==> src/hdl/nwt_pkg.sv <==
// Shared types and word codes for the number-to-word-tokens block.
package nwt_pkg;

    // Width of one word code
    localparam int WORD_W = 5;

    // Word codes
    localparam logic [WORD_W-1:0] WORD_EMPTY     = 5'd0;
    localparam logic [WORD_W-1:0] WORD_TEEN_BASE = 5'd10;
    localparam logic [WORD_W-1:0] WORD_TENS_BASE = 5'd18;
    localparam logic [WORD_W-1:0] WORD_HUNDRED   = 5'd28;
    localparam logic [WORD_W-1:0] WORD_SCALE     = 5'd28;

    // Number of input bits fed through the binary-to-BCD converter
    localparam int BIN_W   = 32;
    localparam int BCD_W   = 40;
    localparam int CNT_W   = 5;

    // Word positions inside one three-digit group
    localparam int SLOTS   = 5;
    localparam int SLOT_W  = 3;
    localparam logic [SLOT_W-1:0] SLOT_HUND_DIGIT = 3'd0;
    localparam logic [SLOT_W-1:0] SLOT_HUNDRED    = 3'd1;
    localparam logic [SLOT_W-1:0] SLOT_TENS       = 3'd2;
    localparam logic [SLOT_W-1:0] SLOT_ONES       = 3'd3;
    localparam logic [SLOT_W-1:0] SLOT_SCALE      = 3'd4;

    // Commands from the controller to the datapath
    typedef struct packed {
        logic load;   // take a new input item
        logic conv;   // one double-dabble step
        logic emit;   // scan one word position, load the output if non-empty
        logic zero;   // load the empty marker as the only word
    } t_cmd;

    // Status from the datapath to the controller
    typedef struct packed {
        logic in_pos;     // the offered input value is above zero
        logic conv_done;  // the current conversion step is the final one
        logic word_nz;    // the current word position holds a word
        logic word_last;  // that word is the final one of the number
        logic out_free;   // the output register can take a word this cycle
    } t_sts;

endpackage

==> src/hdl/number_to_word_tokens.sv <==
// Top level of the number-to-word-tokens block.
// Spells a signed 32-bit number as English word codes, largest group first,
// one word per item on the output, the final word flagged by o_last; zero or
// a negative number gives the single empty code. A positive number is taken
// in, passed bit by bit through the binary-to-BCD converter and then scanned
// word position by word position, from the billions group down to the
// final word. A stall on the output holds the scan as well, even on word
// positions that are empty. The next number is taken once the final word
// sits in the output register. Zero or a negative number is taken in and
// loads the empty code once the output register is free.
module number_to_word_tokens (
    input  logic                       i_clk,
    input  logic                       i_rst_n,
    input  logic                       i_valid,
    output logic                       o_stall,
    input  logic signed [31:0]         i_value,
    output logic                       o_valid,
    input  logic                       i_stall,
    output logic [nwt_pkg::WORD_W-1:0] o_word,
    output logic                       o_last
);
    import nwt_pkg::*;

    t_cmd cmd;
    t_sts sts;

    // Sequencing
    nwt_ctrl u_ctrl (
        .i_clk   (i_clk),
        .i_rst_n (i_rst_n),
        .i_valid (i_valid),
        .o_stall (o_stall),
        .i_sts   (sts),
        .o_cmd   (cmd)
    );

    // Conversion, word selection and output register
    nwt_dp u_dp (
        .i_clk   (i_clk),
        .i_rst_n (i_rst_n),
        .i_value (i_value),
        .i_cmd   (cmd),
        .o_sts   (sts),
        .o_valid (o_valid),
        .i_stall (i_stall),
        .o_word  (o_word),
        .o_last  (o_last)
    );

endmodule

==> src/hdl/nwt_ctrl.sv <==
// Controller state machine for the number-to-word-tokens block.
module nwt_ctrl (
    input  logic          i_clk,
    input  logic          i_rst_n,
    input  logic          i_valid,
    output logic          o_stall,
    input  nwt_pkg::t_sts i_sts,
    output nwt_pkg::t_cmd o_cmd
);
    import nwt_pkg::*;

    localparam logic [1:0] ST_IDLE = 2'd0;
    localparam logic [1:0] ST_ZERO = 2'd1;
    localparam logic [1:0] ST_CONV = 2'd2;
    localparam logic [1:0] ST_EMIT = 2'd3;

    logic [1:0] r_state;
    logic [1:0] n_state;

    // An item is taken only while no number is in progress.
    assign o_stall = (r_state != ST_IDLE);

    // Next state and command decode
    always_comb begin
        n_state = r_state;
        o_cmd   = '0;
        case (r_state)
            ST_IDLE: begin
                if (i_valid) begin
                    o_cmd.load = 1'b1;
                    n_state    = i_sts.in_pos ? ST_CONV : ST_ZERO;
                end
            end
            ST_ZERO: begin
                if (i_sts.out_free) begin
                    o_cmd.zero = 1'b1;
                    n_state    = ST_IDLE;
                end
            end
            ST_CONV: begin
                o_cmd.conv = 1'b1;
                if (i_sts.conv_done) begin
                    n_state = ST_EMIT;
                end
            end
            ST_EMIT: begin
                if (i_sts.out_free) begin
                    o_cmd.emit = 1'b1;
                    if (i_sts.word_nz && i_sts.word_last) begin
                        n_state = ST_IDLE;
                    end
                end
            end
            default: begin
                n_state = ST_IDLE;
            end
        endcase
    end

    // State register
    always_ff @(posedge i_clk) begin
        if (!i_rst_n) begin
            r_state <= ST_IDLE;
        end else begin
            r_state <= n_state;
        end
    end

endmodule

==> src/hdl/nwt_dp.sv <==
// Datapath: binary-to-BCD converter, word scanner and output register.
module nwt_dp (
    input  logic                       i_clk,
    input  logic                       i_rst_n,
    input  logic signed [31:0]         i_value,
    input  nwt_pkg::t_cmd              i_cmd,
    output nwt_pkg::t_sts              o_sts,
    output logic                       o_valid,
    input  logic                       i_stall,
    output logic [nwt_pkg::WORD_W-1:0] o_word,
    output logic                       o_last
);
    import nwt_pkg::*;

    logic [BIN_W-1:0]  r_bin;
    logic [BCD_W-1:0]  r_bcd;
    logic [CNT_W-1:0]  r_cnt;
    logic [1:0]        r_group;
    logic [SLOT_W-1:0] r_slot;
    logic              r_out_valid;
    logic [WORD_W-1:0] r_out_word;
    logic              r_out_last;

    logic [BCD_W-1:0]  adj;
    logic [3:0]        dig_h;
    logic [3:0]        dig_t;
    logic [3:0]        dig_o;
    logic              lower_nz;
    logic              group_nz;
    logic [WORD_W-1:0] words [SLOTS];
    logic [WORD_W-1:0] cur_word;
    logic              rest_nz;

    // Add three to every BCD digit of five or more before the shift
    always_comb begin
        for (int i = 0; i < BCD_W / 4; i++) begin
            if (r_bcd[4*i +: 4] >= 4'd5) begin
                adj[4*i +: 4] = r_bcd[4*i +: 4] + 4'd3;
            end else begin
                adj[4*i +: 4] = r_bcd[4*i +: 4];
            end
        end
    end

    // Digits of the current group and whether any lower group is non-zero
    always_comb begin
        dig_h    = 4'd0;
        dig_t    = 4'd0;
        dig_o    = 4'd0;
        lower_nz = 1'b0;
        case (r_group)
            2'd0: begin
                dig_h = r_bcd[11:8];
                dig_t = r_bcd[7:4];
                dig_o = r_bcd[3:0];
            end
            2'd1: begin
                dig_h    = r_bcd[23:20];
                dig_t    = r_bcd[19:16];
                dig_o    = r_bcd[15:12];
                lower_nz = (r_bcd[11:0] != '0);
            end
            2'd2: begin
                dig_h    = r_bcd[35:32];
                dig_t    = r_bcd[31:28];
                dig_o    = r_bcd[27:24];
                lower_nz = (r_bcd[23:0] != '0);
            end
            default: begin
                dig_o    = r_bcd[39:36];
                lower_nz = (r_bcd[35:0] != '0);
            end
        endcase
    end

    // The five possible words of the current group, empty where absent
    always_comb begin
        group_nz = (dig_h != 4'd0) || (dig_t != 4'd0) || (dig_o != 4'd0);
        words[SLOT_HUND_DIGIT] = (dig_h != 4'd0) ? {1'b0, dig_h} : WORD_EMPTY;
        words[SLOT_HUNDRED]    = (dig_h != 4'd0) ? WORD_HUNDRED : WORD_EMPTY;
        if (dig_t == 4'd1) begin
            words[SLOT_TENS] = WORD_TEEN_BASE + {1'b0, dig_o};
        end else if (dig_t >= 4'd2) begin
            words[SLOT_TENS] = WORD_TENS_BASE + {1'b0, dig_t};
        end else begin
            words[SLOT_TENS] = WORD_EMPTY;
        end
        words[SLOT_ONES] = ((dig_t != 4'd1) && (dig_o != 4'd0)) ? {1'b0, dig_o}
                                                                 : WORD_EMPTY;
        words[SLOT_SCALE] = ((r_group != 2'd0) && group_nz)
                          ? (WORD_SCALE + {3'b000, r_group}) : WORD_EMPTY;
    end

    // Current word and whether any word follows it within the group
    always_comb begin
        cur_word = words[r_slot];
        rest_nz  = 1'b0;
        for (int i = 0; i < SLOTS; i++) begin
            if ((SLOT_W'(i) > r_slot) && (words[i] != WORD_EMPTY)) begin
                rest_nz = 1'b1;
            end
        end
    end

    // Status towards the controller
    always_comb begin
        o_sts.in_pos    = (i_value > 32'sd0);
        o_sts.conv_done = (r_cnt == CNT_W'(BIN_W - 1));
        o_sts.word_nz   = (cur_word != WORD_EMPTY);
        o_sts.word_last = !rest_nz && !lower_nz;
        o_sts.out_free  = !r_out_valid || !i_stall;
    end

    // Converter and scan position
    always_ff @(posedge i_clk) begin
        if (i_cmd.load) begin
            r_bin   <= i_value;
            r_bcd   <= '0;
            r_cnt   <= '0;
            r_group <= 2'd3;
            r_slot  <= SLOT_HUND_DIGIT;
        end else if (i_cmd.conv) begin
            r_bcd <= {adj[BCD_W-2:0], r_bin[BIN_W-1]};
            r_bin <= {r_bin[BIN_W-2:0], 1'b0};
            r_cnt <= r_cnt + 1'b1;
        end else if (i_cmd.emit) begin
            if (r_slot == SLOT_SCALE) begin
                r_slot  <= SLOT_HUND_DIGIT;
                r_group <= r_group - 1'b1;
            end else begin
                r_slot <= r_slot + 1'b1;
            end
        end
    end

    // Output register: holds one word until it is taken
    always_ff @(posedge i_clk) begin
        if (!i_rst_n) begin
            r_out_valid <= 1'b0;
        end else if (i_cmd.zero || (i_cmd.emit && o_sts.word_nz)) begin
            r_out_valid <= 1'b1;
        end else if (!i_stall) begin
            r_out_valid <= 1'b0;
        end
    end

    always_ff @(posedge i_clk) begin
        if (i_cmd.zero) begin
            r_out_word <= WORD_EMPTY;
            r_out_last <= 1'b1;
        end else if (i_cmd.emit && o_sts.word_nz) begin
            r_out_word <= cur_word;
            r_out_last <= o_sts.word_last;
        end
    end

    assign o_valid = r_out_valid;
    assign o_word  = r_out_word;
    assign o_last  = r_out_last;

endmodule

==> config.mk <==
export PLATFORM = sky130hd
export DESIGN_NAME = number_to_word_tokens
export DESIGN_NICKNAME = d
export VERILOG_FILES = /design/src/hdl/nwt_pkg.sv /design/src/hdl/number_to_word_tokens.sv /design/src/hdl/nwt_ctrl.sv /design/src/hdl/nwt_dp.sv
export SDC_FILE = /design/constraint.sdc
export NUM_CORES = 1
export LEC_CHECK = 0
export BUFFER_PORTS_ARGS = -buffer_cell sky130_fd_sc_hd__buf_2
export CELL_PAD_IN_SITES_DETAIL_PLACEMENT = 1
export CELL_PAD_IN_SITES_GLOBAL_PLACEMENT = 2
export CORE_ASPECT_RATIO = 2
export CORE_MARGIN = 1
export CORE_UTILIZATION = 32
export CTS_CLUSTER_SIZE = 10
export DETAILED_ROUTE_END_ITERATION = 6
export GPL_TIMING_DRIVEN = 0
export PLACE_DENSITY = 0.8
export SYNTH_ARGS = -nofsm -noshare
export SYNTH_HDL_FRONTEND = slang
export SYNTH_SLANG_ARGS = --single-unit
==> constraint.sdc <==
create_clock -name i_clk -period 6.1 [get_ports i_clk]
set_input_delay 0.305 -clock i_clk [delete_from_list [all_inputs] [get_ports i_clk]]
set_output_delay 0.305 -clock i_clk [all_outputs]
set_load 0.02 [all_outputs]
Word level (Yosys, flattened, before mapping)
Cells that the tools add are included.

Register bits after elaboration: 91. Bits of input ports: 36. Output and inout port bits: 8. Word-level logic and storage cells: 144.

$add $sub $neg: 16. Magnitude comparators: 18. Eq/ne operators: 15. Multiplexer cells: 46. Bitwise logic cells: 2. Reduce and logical (&&, ||, !) cells: 38.

Operators with widths (count): 32-bit two-way mux (2); 4-bit two-way mux (11); 4-bit by 3-bit >= comparator with 1-bit output, second input constant (10); 4-bit by 2-bit adder with 4-bit output, second input constant (9); 4-bit one-hot mux with 3 select lines (3); 36-bit nonzero test (1); 32-bit by 1-bit > comparator with 1-bit output, second input constant (1); 5-bit two-way mux (6); 5-bit nonzero test (6); 24-bit nonzero test (1); 5-bit binary-select mux with 3-bit select (1); 1-bit two-way mux (13); 2-bit two-way mux (6); 12-bit nonzero test (1); 4-bit nonzero test (3); 1-bit logical AND (10); 2-bit inequality test, second input constant (4); 2-bit one-hot mux with 4 select lines (1); 2-bit == test, second input constant (3); 1-bit by 3-bit > comparator with 1-bit output, first input constant (2); 2-bit by 3-bit > comparator with 1-bit output, first input constant (2); 3-bit two-way mux (2); 2-bit nonzero test (3); 4-bit by 4-bit adder with 5-bit output, first input constant (1); 24 further kinds (33).

Logic depth before layout (Yosys ltp)
Gate-level depths: netlist (run 1).

Depth after elaboration: 17. Mapped depth: 11. Mapped depth without buffers: 11.

Cells and area by module
From an unflattened synthesis (run 1), not the netlist that was laid out.

Cells, all modules: 595. Area total of the unflattened synthesis: 5499.0 um^2.

By module, submodules not included: nwt_dp (times used 1, cells each 579, area an instance 5357.6 um^2); nwt_ctrl (times used 1, cells each 16, area an instance 141.4 um^2).

Worst setup path before layout (run 1)
No wires, ideal clock.

Kind: register -> register. Start point: register u_dp.r_group[0]. End point: register u_ctrl.r_state[0]. Library setup time: 0.134 ns. Data arrival time: 2.925 ns. Setup slack: 3.041 ns. Stages on the path, launching flop included: 12. Clock period less this slack: 3.059 ns. Cells stage by stage: dfxtp_1 inv_1 ha_1 a222oi_1 nor2_1 ha_1 and2b_2 a211o_2 a21oi_1 a311oi_4 a2111oi_2 nor4b_2.

Longest elaborated chain between the ends: 16.

Ends and longest elaborated chain: start: declaration (line nwt_dp.sv:18) `logic [1:0] r_group;`; start signal: assignment (line nwt_dp.sv:129) `r_group <= r_group - 1'b1;`; parallel branches: the longest is 13 deep, another holds 5-bit by 4-bit adder with 5-bit output; 1-bit logical AND * (line nwt_ctrl.sv:49) `if (i_sts.word_nz && i_sts.word_last) begin`; 2-bit by 1-bit inequality test with 1-bit output (no source line) *; 5-bit AND reduction (no source line) *; end signal: assignment (line nwt_ctrl.sv:65) `r_state <= n_state;`; end: declaration (line nwt_ctrl.sv:17) `logic [1:0] r_state;`.

Mark *: on every way between the ends. The select of a mux whose other input is x is not followed. A chain may end at the register's enable or synchronous reset.

Worst setup path after layout (run 1)
Start point: register u_dp.r_group[0]. End point: register u_dp.r_out_word[1], in the netlist u_dp.o_word[1].

Longest elaborated chain between the ends: 12.

Ends and longest elaborated chain: parallel branches: the longest is 7 deep, another holds 5-bit by 4-bit adder with 5-bit output; 5-bit binary-select mux with 3-bit select * (line nwt_dp.sv:96) `cur_word = words[r_slot];`; 5-bit two-way mux (implied by the code) * (2 in series) (line nwt_dp.sv:96); 5-bit nonzero test (line nwt_dp.sv:109) `o_sts.word_nz = (cur_word != WORD_EMPTY);`; 1-bit logical AND (line nwt_dp.sv:151) `end else if (i_cmd.emit && o_sts.word_nz) begin`; end signal: assignment (line nwt_dp.sv:152) `r_out_word <= cur_word;`; end: declaration (line nwt_dp.sv:21) `logic [WORD_W-1:0] r_out_word;`.

Marks and branches as above.

==> results.py, run 1 <==
metrics = {
    "logic_synthesis": {
        "yosysSeqAreaShare_pct": 39.9,
        "async_flop_share_pct": 0,
        "synth_edf_count": 32,
        "syn-cell-area_um2": 5380,
        "synth.avg_cell_area_um2": 8.40,
        "ys_ff_latch": 91,
        "yosysUniqueCellTypes": 66,
        "synthTopCellsByArea": "dfxtp_1 (22%), edfxtp_1 (18%), nand2_1 (9.1%)",
        "synth_top_flop_cell": "dfxtp_1",
        "yosys.area.top_type_share_pct": 22.0,
        "synth_warnings": 0,
        "synth_largest_area_cell": "dfxtp_1",
        "syn_nets": 714,
        "synth_cells": 640,
    },
    "floorplanning": {
        "die_h_um": 185,
        "coreArea_um2": 16400,
        "rows": 66,
        "io_pins": 44,
        "die_area_um2": 17400,
        "start_util_pct": 32.9,
        "fp.dieW_um": 93.6,
    },
    "worst_setup_path": {
        "end_kind": "register",
        "start_kind": "register",
        "crit_slowest_cell": "a222oi_1",
        "crit_family": "compound AO/OA/AOI/OAI gates",
        "r2r_cells": 10,
        "crit_cells": 10,
        "path_max_fanout": 10,
        "cp.arrival_ns": 4.07,
        "slowest_delay_ns": 0.74,
        "critPathBufInv": 2,
        "path_class": "reg2reg",
        "cp_cell_sequence": "inv_1, ha_1, buf_2, a222oi_1, nand3_2, o31ai_1, o22ai_1, a311oi_4, and2_1, o32ai_1",
        "worstPathRequired_ns": 6.32,
    },
    "pwr": {
        "ir_drop_v": 0.000159,
        "leakage_nw": 2.42,
        "p_per_area_nw_per_um2": 238,
        "finalPower_mw": 1.47,
    },
    "grt": {
        "met2_usage_pct": 42.8,
        "antenna_found_initial": 0,
        "grt_max_degree": 33,
        "grt_overflow": 0,
        "grt.busiest_layer": "met2",
        "grt_use_total_pct": 21.8,
        "grt_pass1_wl_mm": 28.5,
        "met1_usage_pct": 20.1,
        "grt_pass1_vias": 5418,
        "grtUsageMet3_pct": 2.79,
    },
    "sta": {
        "finalCritPeriodShare_pct": 63.1,
        "setup_viol": 0,
        "max_freq_ghz": 0.260,
        "timing_hold_violations_final": 0,
        "worstMarginPinSlew_ns": 0.907,
        "maxSlewHeadroom_pct": 39.5,
        "fin_ws_ns": 2.25,
        "finalCriticalPeriod_ns": 3.85,
        "finalClockSkew_ns": 0.00641,
        "drv_slew": 0,
        "setup_tns_ns": 0,
        "rsz0062_at_grt": "false",
        "holdWs_ns": 0.219,
    },
    "place": {
        "pre_cts_slack_ns": 2.29,
        "port-buffer-count": 43,
        "place.gp.congestion": 0.911,
        "dp_cells": 887,
        "placed_area_um2": 5850,
        "hpwlAfterDp_mm": 14.0,
    },
    "clock_network": {
        "cts.sinks": 91,
        "clk_pin_slew_ns": 0.07,
        "cts_buffers": 9,
        "cts_setup_buffers": 0,
        "cts_max_path_buffers": 2,
        "tritoncts": "yes",
        "h-tree-depth": 3,
        "cts_hold_buf": 0,
        "clock_tree.root_cell": "clkbuf_16",
        "cts_resized": 0,
        "worstSkewPairLatency_ns": 0.36,
    },
    "finish": {
        "layoutNonFillerInstCount": 903,
        "final_common_cell": "nand2_1",
        "layout.nets": 768,
        "drive_above_1_share_pct": 11.0,
        "finalInstanceArea_um2": 6160,
        "multi_input_area_um2": 2990,
        "antennaDiodeCount": 0,
        "ff_latch_area_um2": 2140,
        "finish.utilization_pct": 37.7,
        "fillerInstances": 2000,
        "area_delta_synth_final_pct": 14.7,
        "layout_common_cells": "nand2_1 (129), dfxtp_1 (59), o21ai_0 (47), buf_2 (44), a21oi_1 (43)",
    },
    "job": {
        "drv_cap": 0,
    },
    "route": {
        "ant_nets": 0,
        "avgViaCountPerCell": 5.59,
        "drc": 0,
        "first_pass_iters": 7,
        "via_count": 5044,
        "wl_mm": 17.6,
        "post_drt_wl_per_cell_um": 19.5,
        "drt_iter0_markers": 319,
    },
    "worst_hold_path": {
        "hold_depth": 3,
        "hold_class": "in2reg",
    },
    "outcome": {
        "status": "finished clean",
    },
}
power by group:
part	total, mW	internal [mW]	switching (mW)
clock	0.612	0.358	0.254
combinational	0.162	0.0479	0.114
sequential	0.695	0.680	0.0156
sequential cells by signal, summed over array words and instances (netlist names):
signal,flops
u_dp.o_word,5
u_dp.r_cnt,5
u_dp.r_bin,32
u_dp.o_last,1
u_dp.r_group,2
u_dp.r_slot,3
u_dp.r_bcd,40
u_ctrl.r_state,2
u_dp.o_valid,1
cells by family (layout without fill, tap and decap cells):
logic type                 Yosys count  count (layout)  share of synthesized area (%)
AOI/OAI and AO/OA                  153             153                           19.1
adders and majority gates           38              38                           8.85
xor gates and xnor gates            23              23                           3.75
buffers and inverters               64             123                           4.63
and+or+nand+nor                    269             269                           23.4
DFF                                 91              91                           39.9
muxes                                2               2                          0.396
cell type report:
| class | instances | area share (%) |
|---|---|---|
| Multi-Input combinational cell | 485 | 48.4 |
| Buffer | 31 | 2.03 |
| Clock buffer | 9 | 3.65 |
| Sequential cell | 91 | 34.7 |
| Clock inverter | 7 | 1.48 |
| Timing Repair Buffer | 43 | 3.49 |
| Inverter | 33 | 2.01 |
| Tap cell | 204 | 4.14 |
synthesized netlist by cell type, drive strengths merged (4+ instances only):
library cell / count
edfxtp: 32
a222oi: 10
ha: 38
inv: 32
a21oi: 43
nand4: 7
nor2: 37
nand3: 39
dfxtp: 59
o32ai: 15
and2: 5
o21ai: 48
nor3: 9
o22ai: 4
or2: 4
clkbuf: 28
xor2: 11
xnor2: 12
nand2b: 13
nand2: 130
nor4: 9
path summary, 6_finish.rpt:
path | end | start | slack (ns)
setup / recovery | u_dp.o_word[1] | u_dp.r_group[0] | 2.25
hold / removal | u_dp.o_valid | i_rst_n | 0.22
setup reg to reg | u_dp.o_word[1] | u_dp.r_group[0] | 2.25
hold reg to reg | u_dp.r_bcd[0] | u_dp.r_bin[31] | 0.45
per-layer routing:
metal	up-vias	share of wire, %
li1	2397	-
met1	2459	34
met2	129	56
met3	59	2.3
met4	0	6.8
met5	-	0
worst min-delay path, stage by stage:
cell	delay (ns)
buf_2	0.11
o21ai_0	0.07
a31oi_1	0.04
Power figures use the tool's default switching activity.
==> run 2, diff against run 1 <==
--- a/config.mk
+++ b/config.mk
@@ -5,6 +5,7 @@
 export SDC_FILE = /design/constraint.sdc
 export NUM_CORES = 1
 export LEC_CHECK = 0
+export ABC_AREA = 1
 export BUFFER_PORTS_ARGS = -buffer_cell sky130_fd_sc_hd__buf_2
 export CELL_PAD_IN_SITES_DETAIL_PLACEMENT = 1
 export CELL_PAD_IN_SITES_GLOBAL_PLACEMENT = 2
@@ -14,7 +15,7 @@
 export CTS_CLUSTER_SIZE = 10
 export DETAILED_ROUTE_END_ITERATION = 6
 export GPL_TIMING_DRIVEN = 0
-export PLACE_DENSITY = 0.8
+export PLACE_DENSITY = 0.83
 export SYNTH_ARGS = -nofsm -noshare
 export SYNTH_HDL_FRONTEND = slang
 export SYNTH_SLANG_ARGS = --single-unit
==> constraint.sdc (replaced) <==
create_clock -name i_clk -period 4 [get_ports i_clk]
set_input_delay 0.2 -clock i_clk [delete_from_list [all_inputs] [get_ports i_clk]]
set_output_delay 0.2 -clock i_clk [all_outputs]
set_load 0.02 [all_outputs]
==> run 2 against run 1 <==
Count of clock-buffer cells in the layout is 3 higher. Synthesized cell count grew 15%. Clock power rose by 63%. Global-route usage down 0.61 points. Area after synthesis up 2.6%. Cell area up 3.2%.
==> results.py, run 2 <==
metrics = {
    "worst_setup_path": {
        "reg2reg_from": "u_dp.r_group[0]",
        "critPathLaunch": "u_dp.r_group[0]",
        "end_kind": "register",
        "path_max_fanout": 10,
        "path_class": "reg2reg",
        "crit_slowest_cell": "dfxtp_1",
        "crit_cells": 20,
        "crit_family": "simple AND/OR/NAND/NOR gates",
        "start_kind": "register",
        "r2r_end": "u_dp.o_word[1]",
        "cp.arrival_ns": 3.21,
        "worstPathRequired_ns": 4.28,
        "r2r_slack_ns": 1.07,
        "cp_cell_sequence": "inv_1, ha_1, buf_6, nand2_1, nand3_2, nand2_4, inv_2, ha_1, nand3b_1, nand2_1, nand2_1, nand2_1, nand2_1, nand3_1, nand2_1, nand2_1, nor2_2, a21oi_4, o21ai_1, a31oi_1",
        "r2r_cells": 20,
        "slowest_delay_ns": 0.44,
        "critPathBufInv": 3,
        "cpMostUsedCell": "nand2_1",
        "endpoint": "u_dp.o_word[1]",
    },
    "grt": {
        "grt_overflow": 0,
        "grt_max_degree": 33,
        "grt_use_total_pct": 21.2,
        "grt_pass1_vias": 5639,
        "grt_pass1_wl_mm": 28.3,
        "antenna_found_initial": 0,
    },
    "clock_network": {
        "clock_tree.root_cell": "clkbuf_16",
        "tritoncts": "yes",
        "cts_setup_buffers": 0,
        "cts_max_path_buffers": 2,
        "cts_resized": 0,
        "h-tree-depth": 3,
        "cts_buffers": 9,
        "clk_pin_slew_ns": 0.07,
        "worstSkewPairLatency_ns": 0.36,
        "cts_hold_buf": 0,
        "cts.sinks": 91,
    },
    "finish": {
        "antennaDiodeCount": 0,
        "drive_above_1_share_pct": 13.7,
        "largest_register_ffs": 40,
        "finalInstanceArea_um2": 6360,
        "reg_top3": "u_dp.r_bcd: 40 flops, u_dp.r_bin: 32 flops",
        "layoutNonFillerInstCount": 1002,
        "fillerInstances": 2118,
        "layout.nets": 864,
        "layout_common_cells": "nand2_1 (220), inv_1 (76), dfxtp_1 (59), o21ai_0 (48), a21oi_1 (46)",
        "area_delta_synth_final_pct": 15.3,
        "top_register": "u_dp.r_bcd",
        "finish.utilization_pct": 37.7,
        "final_common_cell": "nand2_1",
    },
    "route": {
        "ant_nets": 0,
        "drt_iter0_markers": 191,
        "wl_mm": 17.3,
        "drc": 0,
        "first_pass_iters": 4,
        "post_drt_wl_per_cell_um": 17.3,
        "avgViaCountPerCell": 5.17,
        "via_count": 5184,
    },
    "floorplanning": {
        "coreArea_um2": 16800,
        "die_area_um2": 17800,
        "fp.dieW_um": 94.8,
        "die_h_um": 188,
        "start_util_pct": 32.7,
        "rows": 67,
        "io_pins": 44,
    },
    "logic_synthesis": {
        "syn_nets": 809,
        "synth_largest_area_cell": "dfxtp_1",
        "synth.avg_cell_area_um2": 7.51,
        "yosysSeqAreaShare_pct": 38.8,
        "synth_top_flop_cell": "dfxtp_1",
        "synth_warnings": 0,
        "async_flop_share_pct": 0,
        "yosysUniqueCellTypes": 38,
        "yosysMostFrequentCell": "nand2_1",
        "ys_ff_latch": 91,
        "netlist_top_cells_count": "nand2_1 (220), inv_1 (76), dfxtp_1 (59)",
        "syn-cell-area_um2": 5520,
        "yosys.area.top_type_share_pct": 21.4,
        "synth_edf_count": 32,
        "synthTopCellsByArea": "dfxtp_1 (21%), edfxtp_1 (17%), nand2_1 (15%)",
        "synth_cells": 735,
    },
    "place": {
        "pre_cts_slack_ns": 1.03,
        "placed_area_um2": 6010,
        "hpwlAfterDp_mm": 14.0,
        "dp_cells": 986,
        "place.gp.congestion": 0.872,
        "port-buffer-count": 43,
    },
    "pwr": {
        "p_switching_uw": 899,
        "p_int_mw": 1.92,
        "p_per_area_nw_per_um2": 444,
        "ir_drop_v": 0.000323,
        "finalPower_mw": 2.82,
        "seq_power_share_pct": 43.0,
        "sw_frac_of_total_pct": 31.8,
        "p_comb_share_pct": 21.6,
        "leakage_nw": 2.73,
        "clockPowerShare_pct": 35.4,
    },
    "sta": {
        "timing_hold_violations_final": 0,
        "worstMarginPinSlew_ns": 0.912,
        "setup_viol": 0,
        "maxSlewHeadroom_pct": 39.0,
        "drv_slew": 0,
        "max_freq_ghz": 0.341,
        "setup_tns_ns": 0,
        "finalClockSkew_ns": 0.00874,
        "fin_ws_ns": 1.07,
        "rsz0062_at_grt": "false",
        "finalCritPeriodShare_pct": 73.3,
        "holdWs_ns": 0.104,
        "finalCriticalPeriod_ns": 2.93,
    },
    "job": {
        "drv_cap": 0,
    },
    "outcome": {
        "status": "finished clean",
    },
    "worst_hold_path": {
        "hold_class": "in2reg",
    },
}
==> run 2: cell types whose count changed in the layout (fill, tap and decap cells not counted), moves of 12 or more <==
cell	before	now
nand2b_1	13	0
xnor2_1	12	0
nand2_1	129	220
inv_1	32	76
clkbuf_1	28	13
nand2_2	1	14
==> run 2: metal layers <==
layer	vias to the layer above	global-route usage, %	part of all wire [%]
met5	-	0	0
met4	0	10.4	3.9
met3	36	2.80	2.0
met2	82	42.5	59
met1	2520	19.8	35
li1	2546	-	-
==> run 2: cell families (layout without fill, tap and decap cells) <==
| group | after synthesis | after routing | synth area share (%) |
|---|---|---|---|
| AND/OR/NAND/NOR | 355 | 355 | 28.6 |
| AO/OA/AOI/OAI | 140 | 140 | 14.9 |
| buffers and inverters | 102 | 162 | 7.69 |
| flip-flops | 91 | 91 | 38.8 |
| adder cells (fa/ha/maj) | 38 | 38 | 8.62 |
| XOR/XNOR | 9 | 9 | 1.43 |
==> run 2: worst min path at each step <==
stage                      startpoint                end  depth (start not counted)
final                         i_rst_n  u_ctrl.r_state[0]                          3
after detailed placement  u_dp.o_last        u_dp.o_last                          2
after global placement    u_dp.o_last        u_dp.o_last                          2
after floorplan               i_rst_n  u_ctrl.r_state[1]                          2
after CTS                     i_rst_n  u_ctrl.r_state[0]                          3
after global routing          i_rst_n  u_ctrl.r_state[0]                          3
==> run 2: power groups by stage <==
| stage | Sequential (mW) | Combinational, mW | Clock [mW] |
|---|---|---|---|
| CTS | 1.22 | 0.626 | 1.02 |
| global route | 1.23 | 0.693 | 1.05 |
| floorplan | 1.22 | 0.368 | 0 |
| detailed placement | 1.23 | 0.623 | 0 |
| finish | 1.21 | 0.610 | 1.00 |
| global placement | 1.24 | 0.580 | 0 |
==> run 2: layout make-up <==
class,instances,area [µm²],share of cell area [%]
Multi-Input combinational cell,542,2950,46.4
Timing Repair Buffer,44,235,3.70
Clock buffer,12,268,4.21
Clock inverter,4,80.1,1.26
Buffer,23,129,2.03
Tap cell,207,259,4.07
Inverter,79,297,4.66
Sequential cell,91,2140,33.7
==> run 2: worst register-to-register path, cell delays in order (launching register included) <==
cell,delay (ns)
dfxtp_1,0.44
inv_1,0.10
ha_1,0.26
buf_6,0.16
nand2_1,0.14
nand3_2,0.13
nand2_4,0.12
inv_2,0.05
ha_1,0.20
nand3b_1,0.15
nand2_1,0.07
nand2_1,0.04
nand2_1,0.11
nand2_1,0.07
nand3_1,0.11
nand2_1,0.10
nand2_1,0.09
nor2_2,0.05
a21oi_4,0.24
o21ai_1,0.09
a31oi_1,0.14
